## src/rtl/core/tcm_pkg.sv

```systemverilog
// Package for the tricopter mixer with altitude hold: shared types, register map
// codes, reset values and the divide-by-three constants.
// No dependencies; tcm_cfg, tcm_hold, tcm_mix and the top level in rtl/core import it.
package tcm_pkg;

    // Configuration port geometry: six 32-bit registers at byte address 4*i.
    localparam int PADDR_W = 5;
    localparam int PDATA_W = 32;

    // Register indexes on the configuration port.
    typedef enum logic [2:0] {
        REG_BARO_ON_LEVEL = 3'd0,
        REG_NEUTRAL_ZONE  = 3'd1,
        REG_MIN_THROTTLE  = 3'd2,
        REG_PULSE_MAX     = 3'd3,
        REG_PULSE_MIN     = 3'd4,
        REG_PULSE_CENTER  = 3'd5
    } tcm_reg_t;

    // Register reset values.
    localparam logic [11:0] BARO_ON_LEVEL_RST = 12'd1300;
    localparam logic [11:0] NEUTRAL_ZONE_RST  = 12'd40;
    localparam logic [11:0] MIN_THROTTLE_RST  = 12'd1100;
    localparam logic [11:0] PULSE_MAX_RST     = 12'd2000;
    localparam logic [11:0] PULSE_MIN_RST     = 12'd1000;
    localparam logic [11:0] PULSE_CENTER_RST  = 12'd1500;

    // Divide by three as multiply by ceil(2^17/3) and shift; exact for operands below 2^16.
    localparam logic [15:0] DIV3_RECIP = 16'd43691;
    localparam int          DIV3_SHIFT = 17;

    // Largest value of a 12-bit output.
    localparam logic [11:0] OUT_MAX = 12'hFFF;

    // Current configuration as seen by the datapath.
    typedef struct packed {
        logic [11:0] baro_on_level;
        logic [11:0] neutral_zone;
        logic [11:0] min_throttle;
        logic [11:0] pulse_max;
        logic [11:0] pulse_min;
        logic [11:0] pulse_center;
    } tcm_cfg_t;

    // One input beat.
    typedef struct packed {
        logic [11:0]        throttle_in;
        logic [11:0]        baro_switch;
        logic [11:0]        yaw_stick;
        logic signed [11:0] pitch_correction;
        logic signed [11:0] roll_correction;
        logic signed [11:0] yaw_correction;
        logic signed [11:0] baro_correction;
        logic signed [23:0] est_altitude;
    } tcm_in_t;

    // One result beat.
    typedef struct packed {
        logic [11:0]        motor_left;
        logic [11:0]        motor_right;
        logic [11:0]        motor_rear;
        logic [11:0]        tail_servo;
        logic               hold_active;
        logic               hold_engaged;
        logic signed [23:0] altitude_target;
    } tcm_out_t;

    // Hold latch outcome handed to the mixer.
    typedef struct packed {
        logic signed [13:0] thr_eff;
        logic               engaged;
        logic               active;
    } tcm_hold_t;

endpackage

```

## src/rtl/core/tcm_if.sv

```systemverilog
// Valid/ready channel interfaces for the input and result beats of the mixer.
// Depends on nothing; field widths follow the tcm_pkg beat structs.
interface tcm_in_if;
    logic               valid;
    logic               ready;
    logic [11:0]        throttle_in;
    logic [11:0]        baro_switch;
    logic [11:0]        yaw_stick;
    logic signed [11:0] pitch_correction;
    logic signed [11:0] roll_correction;
    logic signed [11:0] yaw_correction;
    logic signed [11:0] baro_correction;
    logic signed [23:0] est_altitude;

    modport source (
        output valid, throttle_in, baro_switch, yaw_stick, pitch_correction,
               roll_correction, yaw_correction, baro_correction, est_altitude,
        input  ready
    );
    modport sink (
        input  valid, throttle_in, baro_switch, yaw_stick, pitch_correction,
               roll_correction, yaw_correction, baro_correction, est_altitude,
        output ready
    );
endinterface

interface tcm_out_if;
    logic               valid;
    logic               ready;
    logic [11:0]        motor_left;
    logic [11:0]        motor_right;
    logic [11:0]        motor_rear;
    logic [11:0]        tail_servo;
    logic               hold_active;
    logic               hold_engaged;
    logic signed [23:0] altitude_target;

    modport source (
        output valid, motor_left, motor_right, motor_rear, tail_servo,
               hold_active, hold_engaged, altitude_target,
        input  ready
    );
    modport sink (
        input  valid, motor_left, motor_right, motor_rear, tail_servo,
               hold_active, hold_engaged, altitude_target,
        output ready
    );
endinterface

```

## src/rtl/core/tcm_cfg.sv

```systemverilog
// APB-style configuration register bank for the mixer.
// Depends on tcm_pkg for the register map, reset values and config struct.
module tcm_cfg (
    input  logic                          clk,
    input  logic                          rst_n,
    input  logic                          psel,
    input  logic                          penable,
    input  logic                          pwrite,
    input  logic [tcm_pkg::PADDR_W-1:0]   paddr,
    input  logic [tcm_pkg::PDATA_W-1:0]   pwdata,
    output logic [tcm_pkg::PDATA_W-1:0]   prdata,
    output logic                          pready,
    output tcm_pkg::tcm_cfg_t             cfg
);
    import tcm_pkg::*;

    tcm_cfg_t  cfg_reg;
    tcm_cfg_t  cfg_next;
    tcm_reg_t  reg_sel;
    logic      wr_en;
    logic [11:0] rd_val;

    assign pready  = 1'b1;
    assign wr_en   = psel && penable && pwrite;
    assign reg_sel = tcm_reg_t'(paddr[PADDR_W-1:2]);

    // Register write decode; unmapped addresses are ignored.
    always_comb
    begin
        cfg_next = cfg_reg;
        if (wr_en)
        begin
            case (reg_sel)
                REG_BARO_ON_LEVEL: cfg_next.baro_on_level = pwdata[11:0];
                REG_NEUTRAL_ZONE:  cfg_next.neutral_zone  = pwdata[11:0];
                REG_MIN_THROTTLE:  cfg_next.min_throttle  = pwdata[11:0];
                REG_PULSE_MAX:     cfg_next.pulse_max     = pwdata[11:0];
                REG_PULSE_MIN:     cfg_next.pulse_min     = pwdata[11:0];
                REG_PULSE_CENTER:  cfg_next.pulse_center  = pwdata[11:0];
                default:           cfg_next = cfg_reg;
            endcase
        end
    end

    always_ff @(posedge clk or negedge rst_n)
    begin
        if (!rst_n)
        begin
            cfg_reg.baro_on_level <= BARO_ON_LEVEL_RST;
            cfg_reg.neutral_zone  <= NEUTRAL_ZONE_RST;
            cfg_reg.min_throttle  <= MIN_THROTTLE_RST;
            cfg_reg.pulse_max     <= PULSE_MAX_RST;
            cfg_reg.pulse_min     <= PULSE_MIN_RST;
            cfg_reg.pulse_center  <= PULSE_CENTER_RST;
        end
        else
        begin
            cfg_reg <= cfg_next;
        end
    end

    // Read mux.
    always_comb
    begin
        case (reg_sel)
            REG_BARO_ON_LEVEL: rd_val = cfg_reg.baro_on_level;
            REG_NEUTRAL_ZONE:  rd_val = cfg_reg.neutral_zone;
            REG_MIN_THROTTLE:  rd_val = cfg_reg.min_throttle;
            REG_PULSE_MAX:     rd_val = cfg_reg.pulse_max;
            REG_PULSE_MIN:     rd_val = cfg_reg.pulse_min;
            REG_PULSE_CENTER:  rd_val = cfg_reg.pulse_center;
            default:           rd_val = '0;
        endcase
    end

    assign prdata = {{(PDATA_W-12){1'b0}}, rd_val};
    assign cfg    = cfg_reg;

endmodule

```

## src/rtl/core/tcm_hold.sv

```systemverilog
// Altitude-hold latch: engage, release and the effective throttle, with the
// held throttle and target altitude registers. Depends on tcm_pkg.
module tcm_hold (
    input  logic                      clk,
    input  logic                      rst_n,
    input  logic                      en,
    input  tcm_pkg::tcm_cfg_t         cfg,
    input  logic [11:0]               throttle_in,
    input  logic [11:0]               baro_switch,
    input  logic signed [11:0]        baro_correction,
    input  logic signed [23:0]        est_altitude,
    output tcm_pkg::tcm_hold_t        hold,
    output logic signed [23:0]        target_next
);
    import tcm_pkg::*;

    logic               latch_reg;
    logic [11:0]        held_reg;
    logic signed [23:0] target_reg;

    logic               sw_low;
    logic               engage;
    logic [11:0]        held_eff;
    logic signed [12:0] diff;
    logic [11:0]        diff_mag;
    logic               release_hold;
    logic signed [13:0] baro_add;

    // A low switch sets the latch; a clear latch then captures throttle and altitude.
    assign sw_low   = (baro_switch <= cfg.baro_on_level);
    assign engage   = sw_low && !latch_reg;
    assign held_eff = engage ? throttle_in : held_reg;

    // Stick departure from the held throttle beyond the neutral zone releases hold.
    assign diff         = $signed({1'b0, throttle_in}) - $signed({1'b0, held_eff});
    assign diff_mag     = diff[12] ? 12'(-diff) : diff[11:0];
    assign release_hold = (diff_mag > cfg.neutral_zone);

    // On the engage tick the altitude correction counts as zero.
    assign baro_add = engage ? 14'sd0 : 14'(baro_correction);

    always_comb
    begin
        hold.engaged = engage;
        hold.active  = sw_low && !release_hold;
        if (sw_low)
        begin
            hold.thr_eff = $signed({2'b00, held_eff}) + baro_add;
        end
        else
        begin
            hold.thr_eff = $signed({2'b00, throttle_in});
        end
    end

    assign target_next = engage ? est_altitude : target_reg;

    always_ff @(posedge clk or negedge rst_n)
    begin
        if (!rst_n)
        begin
            latch_reg  <= 1'b0;
            held_reg   <= '0;
            target_reg <= '0;
        end
        else if (en)
        begin
            latch_reg  <= hold.active;
            held_reg   <= held_eff;
            target_reg <= target_next;
        end
    end

endmodule

```

## src/rtl/core/tcm_mix.sv

```systemverilog
// Tricopter motor mix and tail servo computation with clamping and saturation.
// Purely combinational; depends on tcm_pkg for the config struct and constants.
module tcm_mix (
    input  tcm_pkg::tcm_cfg_t   cfg,
    input  logic signed [13:0]  thr_eff,
    input  logic signed [11:0]  pitch_correction,
    input  logic signed [11:0]  roll_correction,
    input  logic signed [11:0]  yaw_correction,
    input  logic [11:0]         yaw_stick,
    output logic [11:0]         motor_left,
    output logic [11:0]         motor_right,
    output logic [11:0]         motor_rear,
    output logic [11:0]         tail_servo
);
    import tcm_pkg::*;

    logic signed [12:0] pitch_x2;
    logic signed [13:0] pitch_x4;
    logic [12:0]        mag2;
    logic [13:0]        mag4;
    logic [28:0]        prod2;
    logic [29:0]        prod4;
    logic [10:0]        q2;
    logic [11:0]        q4;
    logic signed [15:0] p23;
    logic signed [15:0] p43;
    logic signed [15:0] thr;
    logic signed [15:0] roll;
    logic signed [15:0] m0_raw;
    logic signed [15:0] m1_raw;
    logic signed [15:0] m2_raw;
    logic signed [15:0] servo_raw;
    logic               low_thr;

    // Clamp to [lo, hi] (hi wins when lo > hi), then saturate to 0..4095.
    function automatic logic [11:0] clamp_sat(
        input logic signed [15:0] x,
        input logic [11:0]        lo,
        input logic [11:0]        hi
    );
        logic signed [15:0] v;
        v = x;
        if (v < $signed({4'b0000, lo}))
        begin
            v = $signed({4'b0000, lo});
        end
        if (v > $signed({4'b0000, hi}))
        begin
            v = $signed({4'b0000, hi});
        end
        if (v < 16'sd0)
        begin
            clamp_sat = '0;
        end
        else if (v > $signed({4'b0000, OUT_MAX}))
        begin
            clamp_sat = OUT_MAX;
        end
        else
        begin
            clamp_sat = v[11:0];
        end
    endfunction

    // Pitch terms 2p/3 and 4p/3, truncated toward zero: divide the magnitude.
    assign pitch_x2 = {pitch_correction, 1'b0};
    assign pitch_x4 = {pitch_correction, 2'b00};
    assign mag2     = pitch_x2[12] ? 13'(-pitch_x2) : pitch_x2[12:0];
    assign mag4     = pitch_x4[13] ? 14'(-pitch_x4) : pitch_x4[13:0];
    assign prod2    = mag2 * DIV3_RECIP;
    assign prod4    = mag4 * DIV3_RECIP;
    assign q2       = prod2[DIV3_SHIFT +: 11];
    assign q4       = prod4[DIV3_SHIFT +: 12];
    assign p23      = pitch_correction[11] ? -$signed({5'b0, q2}) : $signed({5'b0, q2});
    assign p43      = pitch_correction[11] ? -$signed({4'b0, q4}) : $signed({4'b0, q4});

    // Motor mix.
    assign thr     = 16'(thr_eff);
    assign roll    = 16'(roll_correction);
    assign low_thr = (thr <= $signed({4'b0000, cfg.min_throttle}));
    assign m0_raw  = thr + roll - p23;
    assign m1_raw  = thr - roll - p23;
    assign m2_raw  = thr + p43;

    always_comb
    begin
        if (low_thr)
        begin
            motor_left  = clamp_sat(thr, '0, OUT_MAX);
            motor_right = clamp_sat(thr, '0, OUT_MAX);
            motor_rear  = clamp_sat(thr, '0, OUT_MAX);
        end
        else
        begin
            motor_left  = clamp_sat(m0_raw, cfg.min_throttle, cfg.pulse_max);
            motor_right = clamp_sat(m1_raw, cfg.min_throttle, cfg.pulse_max);
            motor_rear  = clamp_sat(m2_raw, cfg.min_throttle, cfg.pulse_max);
        end
    end

    // Tail servo: yaw stick mirrored about the center plus the yaw correction.
    assign servo_raw = $signed({3'b000, cfg.pulse_center, 1'b0})
                     - $signed({4'b0000, yaw_stick})
                     + 16'(yaw_correction);
    assign tail_servo = clamp_sat(servo_raw, cfg.pulse_min, cfg.pulse_max);

endmodule

```

## src/rtl/core/tricopter_mixer_alt_hold_unit.sv

```systemverilog
// Tricopter motor mixer with altitude hold. Each input beat is one control tick;
// it lands in an input register, passes the hold latch and mixer logic, and its
// result beat sits in an output register. Throughput is one beat per clock while
// the sink takes each result; a result beat is valid once its tick has moved from
// the input register into the output register. The hold latch, held throttle and
// target altitude update as the tick moves into the output register, so the next
// tick sees them at once. While a result waits, the input register still takes one
// more beat; after that the input stalls until the sink takes the waiting result.
// Configuration registers (12 bits each) sit at byte addresses 0x00..0x14 and
// must be written only while no tick is in flight. Depends on tcm_pkg, tcm_if,
// tcm_cfg, tcm_hold and tcm_mix.
module tricopter_mixer_alt_hold_unit (
    input  logic                          clk,
    input  logic                          rst_n,
    tcm_in_if.sink                        item_in,
    tcm_out_if.source                     result_out,
    input  logic                          psel,
    input  logic                          penable,
    input  logic                          pwrite,
    input  logic [tcm_pkg::PADDR_W-1:0]   paddr,
    input  logic [tcm_pkg::PDATA_W-1:0]   pwdata,
    output logic [tcm_pkg::PDATA_W-1:0]   prdata,
    output logic                          pready
);
    import tcm_pkg::*;

    tcm_cfg_t           cfg;
    logic               in_valid_reg;
    logic               in_valid_next;
    tcm_in_t            in_reg;
    logic               out_valid_reg;
    logic               out_valid_next;
    tcm_out_t           out_reg;
    tcm_out_t           out_next;
    logic               accept;
    logic               advance;
    tcm_hold_t          hold;
    logic signed [23:0] target_next;

    // Configuration registers.
    tcm_cfg u_cfg (
        .clk     (clk),
        .rst_n   (rst_n),
        .psel    (psel),
        .penable (penable),
        .pwrite  (pwrite),
        .paddr   (paddr),
        .pwdata  (pwdata),
        .prdata  (prdata),
        .pready  (pready),
        .cfg     (cfg)
    );

    // Handshake: the output register frees when empty or taken this cycle.
    assign advance       = !out_valid_reg || result_out.ready;
    assign item_in.ready = !in_valid_reg || advance;
    assign accept        = item_in.valid && item_in.ready;

    always_comb
    begin
        if (accept)
        begin
            in_valid_next = 1'b1;
        end
        else if (advance)
        begin
            in_valid_next = 1'b0;
        end
        else
        begin
            in_valid_next = in_valid_reg;
        end
        out_valid_next = advance ? in_valid_reg : out_valid_reg;
    end

    always_ff @(posedge clk or negedge rst_n)
    begin
        if (!rst_n)
        begin
            in_valid_reg  <= 1'b0;
            out_valid_reg <= 1'b0;
        end
        else
        begin
            in_valid_reg  <= in_valid_next;
            out_valid_reg <= out_valid_next;
        end
    end

    // Input register.
    always_ff @(posedge clk)
    begin
        if (accept)
        begin
            in_reg.throttle_in      <= item_in.throttle_in;
            in_reg.baro_switch      <= item_in.baro_switch;
            in_reg.yaw_stick        <= item_in.yaw_stick;
            in_reg.pitch_correction <= item_in.pitch_correction;
            in_reg.roll_correction  <= item_in.roll_correction;
            in_reg.yaw_correction   <= item_in.yaw_correction;
            in_reg.baro_correction  <= item_in.baro_correction;
            in_reg.est_altitude     <= item_in.est_altitude;
        end
    end

    // Hold latch; its state commits when the tick moves to the output register.
    tcm_hold u_hold (
        .clk             (clk),
        .rst_n           (rst_n),
        .en              (in_valid_reg && advance),
        .cfg             (cfg),
        .throttle_in     (in_reg.throttle_in),
        .baro_switch     (in_reg.baro_switch),
        .baro_correction (in_reg.baro_correction),
        .est_altitude    (in_reg.est_altitude),
        .hold            (hold),
        .target_next     (target_next)
    );

    // Motor and servo mix.
    tcm_mix u_mix (
        .cfg              (cfg),
        .thr_eff          (hold.thr_eff),
        .pitch_correction (in_reg.pitch_correction),
        .roll_correction  (in_reg.roll_correction),
        .yaw_correction   (in_reg.yaw_correction),
        .yaw_stick        (in_reg.yaw_stick),
        .motor_left       (out_next.motor_left),
        .motor_right      (out_next.motor_right),
        .motor_rear       (out_next.motor_rear),
        .tail_servo       (out_next.tail_servo)
    );

    assign out_next.hold_active     = hold.active;
    assign out_next.hold_engaged    = hold.engaged;
    assign out_next.altitude_target = target_next;

    // Output register.
    always_ff @(posedge clk)
    begin
        if (advance)
        begin
            out_reg <= out_next;
        end
    end

    assign result_out.valid           = out_valid_reg;
    assign result_out.motor_left      = out_reg.motor_left;
    assign result_out.motor_right     = out_reg.motor_right;
    assign result_out.motor_rear      = out_reg.motor_rear;
    assign result_out.tail_servo      = out_reg.tail_servo;
    assign result_out.hold_active     = out_reg.hold_active;
    assign result_out.hold_engaged    = out_reg.hold_engaged;
    assign result_out.altitude_target = out_reg.altitude_target;

endmodule

```

## src/flat_wrapper.sv

```systemverilog
// flat-port wrapper written by rule: the top's interface ports become plain ports
module tricopter_mixer_alt_hold_unit_flat import tcm_pkg::*;
  (clk, rst_n, psel, penable, pwrite, paddr, pwdata, prdata, pready, item_in_valid, item_in_throttle_in, item_in_baro_switch, item_in_yaw_stick, item_in_pitch_correction, item_in_roll_correction, item_in_yaw_correction, item_in_baro_correction, item_in_est_altitude, item_in_ready, result_out_valid, result_out_motor_left, result_out_motor_right, result_out_motor_rear, result_out_tail_servo, result_out_hold_active, result_out_hold_engaged, result_out_altitude_target, result_out_ready);
  tcm_in_if item_in_i ();
  tcm_out_if result_out_i ();
  input  logic clk;
  input  logic rst_n;
  input  logic psel;
  input  logic penable;
  input  logic pwrite;
  input  logic [tcm_pkg::PADDR_W-1:0] paddr;
  input  logic [tcm_pkg::PDATA_W-1:0] pwdata;
  output logic [tcm_pkg::PDATA_W-1:0] prdata;
  output logic pready;
  input wire logic [$bits(item_in_i.valid)-1:0] item_in_valid;
  input wire logic [$bits(item_in_i.throttle_in)-1:0] item_in_throttle_in;
  input wire logic [$bits(item_in_i.baro_switch)-1:0] item_in_baro_switch;
  input wire logic [$bits(item_in_i.yaw_stick)-1:0] item_in_yaw_stick;
  input wire logic [$bits(item_in_i.pitch_correction)-1:0] item_in_pitch_correction;
  input wire logic [$bits(item_in_i.roll_correction)-1:0] item_in_roll_correction;
  input wire logic [$bits(item_in_i.yaw_correction)-1:0] item_in_yaw_correction;
  input wire logic [$bits(item_in_i.baro_correction)-1:0] item_in_baro_correction;
  input wire logic [$bits(item_in_i.est_altitude)-1:0] item_in_est_altitude;
  output wire logic [$bits(item_in_i.ready)-1:0] item_in_ready;
  output wire logic [$bits(result_out_i.valid)-1:0] result_out_valid;
  output wire logic [$bits(result_out_i.motor_left)-1:0] result_out_motor_left;
  output wire logic [$bits(result_out_i.motor_right)-1:0] result_out_motor_right;
  output wire logic [$bits(result_out_i.motor_rear)-1:0] result_out_motor_rear;
  output wire logic [$bits(result_out_i.tail_servo)-1:0] result_out_tail_servo;
  output wire logic [$bits(result_out_i.hold_active)-1:0] result_out_hold_active;
  output wire logic [$bits(result_out_i.hold_engaged)-1:0] result_out_hold_engaged;
  output wire logic [$bits(result_out_i.altitude_target)-1:0] result_out_altitude_target;
  input wire logic [$bits(result_out_i.ready)-1:0] result_out_ready;
  assign item_in_i.valid = item_in_valid;
  assign item_in_i.throttle_in = item_in_throttle_in;
  assign item_in_i.baro_switch = item_in_baro_switch;
  assign item_in_i.yaw_stick = item_in_yaw_stick;
  assign item_in_i.pitch_correction = item_in_pitch_correction;
  assign item_in_i.roll_correction = item_in_roll_correction;
  assign item_in_i.yaw_correction = item_in_yaw_correction;
  assign item_in_i.baro_correction = item_in_baro_correction;
  assign item_in_i.est_altitude = item_in_est_altitude;
  assign item_in_ready = item_in_i.ready;
  assign result_out_valid = result_out_i.valid;
  assign result_out_motor_left = result_out_i.motor_left;
  assign result_out_motor_right = result_out_i.motor_right;
  assign result_out_motor_rear = result_out_i.motor_rear;
  assign result_out_tail_servo = result_out_i.tail_servo;
  assign result_out_hold_active = result_out_i.hold_active;
  assign result_out_hold_engaged = result_out_i.hold_engaged;
  assign result_out_altitude_target = result_out_i.altitude_target;
  assign result_out_i.ready = result_out_ready;
  tricopter_mixer_alt_hold_unit u_core (.clk(clk), .rst_n(rst_n), .item_in(item_in_i), .result_out(result_out_i), .psel(psel), .penable(penable), .pwrite(pwrite), .paddr(paddr), .pwdata(pwdata), .prdata(prdata), .pready(pready));
endmodule
```

## config.mk

```make
export PLATFORM = sky130hd
export DESIGN_NAME = tricopter_mixer_alt_hold_unit_flat
export DESIGN_NICKNAME = d
export VERILOG_FILES = /design/src/rtl/core/tcm_pkg.sv /design/src/rtl/core/tcm_if.sv /design/src/rtl/core/tcm_cfg.sv /design/src/rtl/core/tcm_hold.sv /design/src/rtl/core/tcm_mix.sv /design/src/rtl/core/tricopter_mixer_alt_hold_unit.sv /design/src/flat_wrapper.sv
export SDC_FILE = /design/constraint.sdc
export NUM_CORES = 1
export LEC_CHECK = 0
export BUFFER_PORTS_ARGS = -buffer_cell sky130_fd_sc_hd__buf_2
export CAP_MARGIN = 0
export CELL_PAD_IN_SITES_DETAIL_PLACEMENT = 1
export CELL_PAD_IN_SITES_GLOBAL_PLACEMENT = 2
export CORE_MARGIN = 2
export CORE_UTILIZATION = 36
export DETAILED_ROUTE_END_ITERATION = 12
export HOLD_SLACK_MARGIN = 0.15
export PLACE_DENSITY = 0.88
export SKIP_CTS_REPAIR_TIMING = 1
export SYNTH_ARGS = -nofsm -noshare
export SYNTH_HDL_FRONTEND = slang
export SYNTH_SLANG_ARGS = --single-unit
export TNS_END_PERCENT = 20
```

## constraint.sdc

```tcl
create_clock -name clk -period 11.3 [get_ports clk]
set_clock_uncertainty 0.2 [all_clocks]
set_input_delay 1.695 -clock clk [delete_from_list [all_inputs] [get_ports clk]]
set_output_delay 1.695 -clock clk [all_outputs]
set_load 0.02 [all_outputs]
```

After elaboration in Yosys (flattened, before gate mapping)
Cells that the tools add are included.
- bits in registers: 293
- output and inout bits: 109
- input port bits: 152
- word-level logic and storage cells: 132
- $lt $le $gt $ge: 23
- multiply operators: 2
- reduce and logical (&&, ||, !) cells: 20
- eq/ne operators: 5
- muxes and demuxes: 42
- add/subtract/negate cells: 14
- operator list (kind ; count):
    $mux W16 ; 20
    $mux W12 ; 14
    $gt A16 B13 Y1 const B ; 6
    $lt A16 B1 Y1 const B ; 5
    $pmux W12 S6 ; 1
    $gt A16 B13 Y1 ; 4
    $lt A16 B13 Y1 ; 3
    $mux W14 ; 3
    $sub A15 B16 Y16 ; 2
    $add A14 B12 Y15 ; 2
    $mul A14 B16 Y29 const B ; 1
    $mul A13 B16 Y28 const B ; 1
    $mux W24 ; 1
    $add A14 B16 Y16 ; 1
    $neg A11 Y16 ; 1
    $neg A12 Y16 ; 1
    $lt A15 B13 Y1 ; 1
    $sub A14 B12 Y15 ; 1
    $add A13 B14 Y14 ; 1
    $le A14 B13 Y1 ; 1
    $lt A14 B1 Y1 const B ; 1
    $neg A14 Y14 ; 1
    $sub A13 B12 Y14 ; 1
    $mux W13 ; 1
    other kinds (15) ; 32

Longest topological paths before layout
- depth in word-level cells: 17
- gate-level depth with buffers: 61
- gate-level depth less buffers: 58

By module
A second synthesis with hierarchy kept.
- cell total of the unflattened synthesis: 2682
- area total of the unflattened synthesis: 26225.2 µm²
- by module, submodules not included (module ; cells each ; area each (µm²) ; times used ; sequential area each (µm²)):
    tcm_mix ; 1624 ; 12793.5 ; 1 ; 0.0
    tricopter_mixer_alt_hold_unit ; 190 ; 5571.6 ; 1 ; 5515.3
    tcm_hold ; 600 ; 4321.6 ; 1 ; 925.9
    tcm_cfg ; 268 ; 3538.4 ; 1 ; 1838.0

Worst setup path after synthesis
Ideal clock, no wire load.
- kind: flip-flop to flip-flop
- start point: register u_core.in_reg[60] (netlist name)
- end point: register u_core.out_reg (netlist bit u_core.result_out.motor_right[1]) (data pin)
- cell stages (with the launch flop): 55
- data required time: 10.833 ns
- path buffers: 2
- clock period less this slack: 11.993 ns
- slack: -0.693 ns
- setup time: 0.267 ns
- arrival: 11.527 ns
- path through: edfxtp_1 > inv_1 > ha_1 > nand3_1 > or2_2 > o21ai_0 > xnor2_1 > ha_1 > inv_1 > fa_1 > fa_1 > inv_1 > fa_1 > inv_1 > fa_1 > inv_1 > ha_1 > inv_1 > (+19 left out) > a21oi_1 > xor3_1 > nor2_1 > ha_1 > clkbuf_1 > mux2_2 > ha_1 > nor2b_1 > o21a_1 > o21a_1 > o21ai_0 > o2bb2ai_1 > o211ai_1 > o31ai_1 > o311ai_1 > buf_4 > mux2i_1 > o21ai_0
- RTL lines (item ; RTL line ; source):
    to (signal assigned) ; tricopter_mixer_alt_hold_unit.sv:143 ; out_reg <= out_next;
    to (decl) ; tricopter_mixer_alt_hold_unit.sv:33 ; tcm_out_t out_reg;

==> flow_summary.ini <==
[place]
place.gp.congestion = 0.945
dp_cells = 4009
hpwlAfterDp_um = 70200
io_buffer_count = 217

[routing]
wl_met3_um = 3060
ant_nets = 0
wl_um = 87900
drc = 0
wl_per_cell_um = 21.4
firstDrtPassIters = 5
wl_met2_um = 43600
vias = 21600
top_layer = met4
wirelength_met1_um = 38600
drtIter0Drc = 1317
viasPerCell = 5.25

[status]
outcome = finished with violations
violations = setup timing

[critical_path]
critPathLaunchType = flip-flop
critical_path_class = flip-flop to flip-flop
crit_start = u_core.in_reg[60]
arrival_ns = 12.41
crit_required_ns = 11.40
cp_max_fo = 7
cp_slowest_cell = fa_1
reg2reg_from = u_core.in_reg[60]
timing.critical_path.mode_cell = inv_2
critPathCaptureType = flip-flop
cpPeakStageDelay_ns = 0.59

[cts]
cts_buffers = 34
htreeDepth = 2
clk_pin_slew_ns = 0.06
clock_path_buffers = 3
clkLatencyLatePin_ns = 0.57
cts_tree = done
cts_root_buf = clkbuf_16
cts.sinks = 293

[timing]
finalSetupViolations = 36
whs_ns = 0.307
rsz0062_at_grt = yes
worst_pin_slew_ns = 1.13
post-route-min-period_ns = 12.31
slew_headroom = 0.248
hold_viol_final = 0
report.final.slew_viol_count = 0
max_freq_mhz = 81.2
period_share = 1.09
finalWorstSetupSlack_ns = -1.01
final.setup.tns_ns = -28.34

[synth]
syn_inst = 2515
netlist_area_mm2 = 0.0254
synth-main-ff-cell = edfxtp_1
avgSynthCellArea_um2 = 10.1
yosysUniqueCellTypes = 96
ys_seq_elements = 293
yosysSeqAreaShare = 0.326
ys_async_sr_fraction = 0.379
synth_edf_count = 182
ys_warn_count = 0

[final_layout]
stdcell_count = 4110
fin_nets = 3713
mostFrequentLayoutCells = buf_4, ha_1, inv_1, buf_2, edfxtp_1
layout-drive-gt1-share = 0.336
area_growth_pct = 30.0
largest_register_ffs = 108
final_common_cell = buf_4

[worst_hold_path]
hold_start = u_core.u_hold.target_reg[9]
hp-class = flip-flop to flip-flop

[floorplan]
die_area_mm2 = 0.0727
dieWidth_um = 270
io_pins = 261
fp-row-count = 97
die_h_um = 270
core-area_mm2 = 0.0699
start_util = 0.363

[global_route]
grt_antenna_before_repair = 4
grt-ovfl-total = 0
grt_max_degree = 79
grt_pass1_vias = 23400
grt_pass1_wl_um = 133000
track_usage = 0.232

[flow_run]
cap_violations = 0
[cells by family after synthesis]
family | synth area share
buffers and inverters | 0.0599
other | 0.000296
adder cells (fa/ha/maj) | 0.235
multiplexers | 0.0888
AO/OA/AOI/OAI | 0.136
flip-flops | 0.326
AND/OR/NAND/NOR | 0.101
XOR/XNOR | 0.0526
[cells in the mapped netlist, types with 29 or more instances]
library cell / number / area [um2]
mux2_2: 113 / 1270
edfxtp_1: 182 / 5470
nand3_1: 36 / 180
nor2_1: 126 / 473
fa_1: 95 / 1900
mux2i_1: 87 / 871
nand2b_1: 30 / 188
ha_1: 326 / 4080
inv_1: 304 / 1140
dfstp_2: 29 / 762
nand2_1: 144 / 541
xor2_1: 40 / 350
o21ai_0: 172 / 861
xnor2_1: 103 / 902
a21o_1: 47 / 353
nor3_1: 35 / 175
clkbuf_1: 45 / 169
nor2b_1: 44 / 275
dfrtp_1: 82 / 2050
a21oi_1: 143 / 716
[path summary, 6_finish.rpt]
check                           slack [ns]  cells past startpoint                          endpoint
max in group asynchronous             8.57                      2              u_core.u_cfg.cfg[23]
worst min-delay path                  0.31                      1       u_core.u_hold.target_reg[9]
worst max-delay path                 -1.01                     57  u_core.result_out.motor_right[4]
worst max register to register       -1.01                     57  u_core.result_out.motor_right[4]
worst min register to register        0.31                      1       u_core.u_hold.target_reg[9]
min in group asynchronous             0.92                      1      u_core.u_hold.target_reg[21]
[critical path: cells and delay by family (launching register included)]
kind                     cells  cell delay [ns]
adder cells (fa/ha/maj)     13             4.50
AO/OA/AOI/OAI               14             2.46
AND/OR/NAND/NOR             11             2.02
buffers and inverters       13             1.41
XOR/XNOR                     4             0.54
multiplexers                 2             0.51
flip-flops                   1             0.42
[metrics by stage]
| step | util | setup WS (ns) | instance area (um2) |
|---|---|---|---|
| after global placement | 0.438 | -1.01 | 30600 |
| final | 0.472 | -1.01 | 33000 |
| after floorplan | - | -0.105 | 25700 |
| after CTS | 0.455 | -1.55 | 31800 |
| after detailed placement | 0.438 | -1.50 | 30600 |
| after global routing | 0.472 | -1.47 | 33000 |
[area by class of cell]
cell class / instances / area, um2
Sequential cell: 293 / 8280
Fill cell: 7930 / 36900
Timing Repair Buffer: 647 / 4370
Inverter: 305 / 1140
Clock inverter: 15 / 259
Multi-Input combinational cell: 1859 / 16800
Clock buffer: 47 / 941
Tap cell: 940 / 1180
Antenna cell: 4 / 10.0
[per-layer routing]
| metal | vias to the layer above | global-route usage |
|---|---|---|
| met5 | - | 0 |
| met4 | 0 | 0.0711 |
| met1 | 10900 | 0.297 |
| li1 | 10100 | - |
| met3 | 143 | 0.0238 |
| met2 | 433 | 0.410 |
Power is left out: the tool's default activity adds up to more than one toggle a clock period on the data nets, which glitch-free logic cannot reach.
